File: src/bft_pkg.sv
// shared constants, command and status codes, and control structs for the flow table
// no dependencies
package bft_pkg;

    localparam int ENTRIES = 64;
    localparam int IDX_W = $clog2(ENTRIES);
    localparam int KEY_W = 96;
    localparam int PKT_W = 32;
    localparam int BYTE_W = 48;
    localparam int CNT_W = PKT_W + BYTE_W;
    localparam int ID_W = 32;
    localparam int IN_DATA_W = 120;
    localparam int OUT_DATA_W = 120;

    localparam logic [2:0] CMD_OPEN = 3'd0;
    localparam logic [2:0] CMD_LOOKUP = 3'd1;
    localparam logic [2:0] CMD_CLOSE = 3'd2;
    localparam logic [2:0] CMD_DROP = 3'd3;
    localparam logic [2:0] CMD_UPDATE = 3'd4;

    localparam logic [2:0] ST_OK = 3'd0;
    localparam logic [2:0] ST_NOT_FOUND = 3'd1;
    localparam logic [2:0] ST_EXISTS = 3'd2;
    localparam logic [2:0] ST_FULL = 3'd3;
    localparam logic [2:0] ST_DROPPED = 3'd4;

    typedef struct packed {
        logic load;
        logic cmp;
        logic sel;
        logic exec;
    } bft_ctrl_t;

    typedef struct packed {
        logic out_free;
    } bft_stat_t;

    function automatic logic [IDX_W-1:0] lowest_idx(input logic [ENTRIES-1:0] v);
        logic [IDX_W-1:0] idx;
        idx = '0;
        for (int i = ENTRIES - 1; i >= 0; i--) begin
            if (v[i]) begin
                idx = IDX_W'(i);
            end
        end
        return idx;
    endfunction

endpackage

File: src/bft_ctrl.sv
// command sequencer: accept, compare, select, execute
// depends on bft_pkg
module bft_ctrl import bft_pkg::*; (
    input  logic      aclk,
    input  logic      aresetn,
    input  logic      s_tvalid,
    output logic      s_tready,
    input  bft_stat_t stat,
    output bft_ctrl_t ctrl
);

    typedef enum logic [1:0] {IDLE, CMP, SEL, EXEC} state_t;

    state_t state_reg, state_next;

    always_comb begin
        ctrl.load = (state_reg == IDLE) && s_tvalid;
        ctrl.cmp = (state_reg == CMP);
        ctrl.sel = (state_reg == SEL);
        ctrl.exec = (state_reg == EXEC) && stat.out_free;
        state_next = state_reg;
        unique case (state_reg)
            IDLE: if (s_tvalid) state_next = CMP;
            CMP: state_next = SEL;
            SEL: state_next = EXEC;
            EXEC: if (stat.out_free) state_next = IDLE;
            default: state_next = IDLE;
        endcase
    end

    assign s_tready = (state_reg == IDLE);

    always_ff @(posedge aclk) begin
        if (!aresetn) begin
            state_reg <= IDLE;
        end else begin
            state_reg <= state_next;
        end
    end

    a_load_to_cmp: assert property (@(posedge aclk) disable iff (!aresetn)
        ctrl.load |=> state_reg == CMP) else $error("load not followed by compare");
    a_sel_to_exec: assert property (@(posedge aclk) disable iff (!aresetn)
        ctrl.sel |=> state_reg == EXEC) else $error("select not followed by execute");
    a_exec_idle: assert property (@(posedge aclk) disable iff (!aresetn)
        ctrl.exec |=> s_tready) else $error("not ready after execute");

endmodule

File: config.mk
export PLATFORM = sky130hd
export DESIGN_NAME = bft_ctrl
export DESIGN_NICKNAME = d
export VERILOG_FILES = /design/src/bft_pkg.sv /design/src/bft_ctrl.sv
export SDC_FILE = /design/constraint.sdc
export NUM_CORES = 1
export LEC_CHECK = 0
export ABC_AREA = 1
export BUFFER_PORTS_ARGS = -buffer_cell sky130_fd_sc_hd__buf_4
export CAP_MARGIN = 0
export CORE_AREA = 2 2 39 41
export DETAILED_ROUTE_END_ITERATION = 10
export DIE_AREA = 0 0 41 43
export PLACE_DENSITY = 0.35
export SLEW_MARGIN = 30
export SYNTH_ARGS = -nofsm -noshare
export SYNTH_HDL_FRONTEND = slang
export SYNTH_SLANG_ARGS = --single-unit
File: constraint.sdc
create_clock -name aclk -period 1 [get_ports aclk]
set_input_delay 0.2 -clock aclk [delete_from_list [all_inputs] [get_ports aclk]]
set_output_delay 0.2 -clock aclk [all_outputs]
set_load 0.05 [all_outputs]
==> impl_metrics.tcl <==
set metrics [dict create \
    outcome "finished, violations left" \
    violations "setup timing" \
    diodes 0 \
    via_per_inst 3.397 \
    detail_route.wl_per_cell_um 6.862 \
    grt_overflow 0 \
    ys_ff_latch 2 \
    setup_ws_ns -0.2750 \
    initial_core_util_pct 12.93 \
    fin_cells 58 \
    drcViolationCount 0 \
    yosysMostFrequentCell "inv_1" \
    hold_violations 0 \
    io_buffers 8 \
    async_flop_share_pct 0 \
    ant_nets 0 \
    synth.top_cell.area_share_pct 27.97 \
    grt_usage_pct 6.713 \
    clock_sinks 2 \
    place_ws_ns -0.08685 \
    grt_pass1_vias 206 \
    timing.slew.headroom_pct 92.44 \
    setup_viol_count_final 7 \
    yosys.area.top_type "ha_1" \
    cts-root-buf "clkbuf_4" \
    dp.cells 52 \
    drtIter0Drc 3 \
    syn_nets 34 \
    start_kind "register" \
    finalCritPeriodShare_pct 127.5 \
    critPathKind "register to output pin" \
    clk_latency_ns 0.22 \
    ioPinCount 9 \
    die-width_um 41 \
    slew_viol_final 0 \
    grt_max_degree 5 \
    final_area_um2 415.4 \
    die_y_um 43 \
    largest_reg_flops 2 \
    clk_pin_slew_ns 0.03 \
    std_cell_rows 14 \
    power.density_nw_per_um2 3569 \
    p_leak_nw 0.1970 \
    period_minus_slack_ns 1.275 \
    die_area_um2 1763 \
    cap_violations 0 \
    cp.arrival_ns 1.08 \
    drtPass1Iterations 4 \
    drive_above_1_share_pct 76.19 \
    nets 52 \
    r2r_setup_slack_ns -0.12 \
    h-tree-depth 1 \
    n_fill_cell 152 \
    max_freq_ghz 0.7843 \
    ys_types 8 \
    multi_input_area_um2 151.4 \
    area.growth.synth_to_final_pct 132.2 \
    numCtsBuffers 3 \
    regArea_um2 47.55 \
    synthTopCellsByCount "inv_1 (7), nand2_1 (5), ha_1 (4)" \
    antenna_found_initial 0 \
    place_area_um2 304.0 \
    vdd_drop_max_mv 1.018 \
    gp_congestion 0.6609 \
    fp.coreArea_um2 1384 \
    fin_setup_tns_ns -1.376 \
    netlist_instances 26 \
    hold_path.class "input pin to register" \
    syn_avg_cell_area_um2 6.882 \
    tightest_slew_ns 0.1134 \
    finalClockSkew_ns 0.001598 \
    ys_seq_area_share_pct 22.38 \
    cp_max_fo 4 \
    synth_enable_flop_cells 0 \
    rsz0062_at_grt "true" \
    grt_pass1_wl_um 779 \
    ys_warn_count 0 \
    cp_data_required_time_ns 0.80 \
    wl_um 398 \
    vias 197 \
    syn_area_um2 178.9 \
    ys.flop_type "dfxtp_1" \
    total_power_w 0.001483 \
    yosys-top-cells-area "ha_1 (28%), dfxtp_1 (22%), inv_1 (15%)" \
    worstSetupEndpointType "output pin" \
    cts_buffer_depth 2 \
    cts_tree "done" \
]
==> timing repair <==
action / in CTS / in global routing
buffers inserted: 3 / 1
hold buffers: 0 / 0
pin swaps: 5 / 5
resized for setup: 14 / 6
cloned: 0 / 0
setup endpoints to repair: 7 / 7
==> worst paths after layout <==
| kind | from | endpoint | cells after the start |
|---|---|---|---|
| setup / recovery | state_reg[0] | ctrl[3] | 5 |
| hold / removal | aresetn | state_reg[1] | 3 |
| setup reg to reg | state_reg[0] | state_reg[1] | 8 |
| hold reg to reg | state_reg[0] | state_reg[0] | 2 |
==> area by class of cell <==
type                    instances  area share [%]
flip-flops and latches          2           11.45
inverters                       7           9.337
repair buffers                 13           32.53
well taps                      16           4.819
clock buffers                   3           5.422
multi-input cells              17           36.45
==> cell usage in the layout (no fill, tap or decap), types with 2 or more instances in the layout <==
cell        instances
nand2_2             2
buf_4               6
nand2_1             3
clkinvlp_4          2
inv_1               3
dfxtp_4             2
nor2_1              2
clkbuf_4            3
inv_4               2
buf_8               3
nand2_4             2
ha_2                2
buf_6               4
==> critical path, stage by stage (launching register included) <==
cell        delay [ns]
dfxtp_4           0.37
inv_4             0.04
ha_4              0.17
nand2_4           0.06
clkinvlp_4        0.07
buf_8             0.15
==> kinds of logic after synthesis <==
logic type                 count (synthesis)  share of synthesized area (%)
AOI/OAI and AO/OA                          2                          5.595
DFF                                        2                          22.38
adders and majority gates                  4                          27.97
and+or+nand+nor                           11                          29.37
buffers and inverters                      7                          14.69
==> power breakdown <==
part / leakage, nW / internal (W) / switching, W / total, W
clock: 0.0138 / 0.000132 / 0.0000405 / 0.000172
combinational: 0.165 / 0.000537 / 0.000580 / 0.00112
sequential: 0.0178 / 0.000136 / 0.0000564 / 0.000193
total: 0.197 / 0.000805 / 0.000677 / 0.00148
==> through the flow <==
step	hold WS [ns]	util [%]
2_1_floorplan	0.3132	-
3_5_place_dp	0.4402	21.97
4_1_cts	0.2006	28.84
5_1_grt	0.2246	30.02
6_report	0.2119	30.02
3_3_place_gp	0.4344	21.97
==> per-layer routing <==
metal	vias up	track usage, %	routed length, um
met2	9	7.187	181
met1	80	9.265	169
met5	-	0	0
met4	0	4.000	0
li1	108	-	-
met3	0	4.712	47
Note: power is estimated with default switching activity, not from simulation.
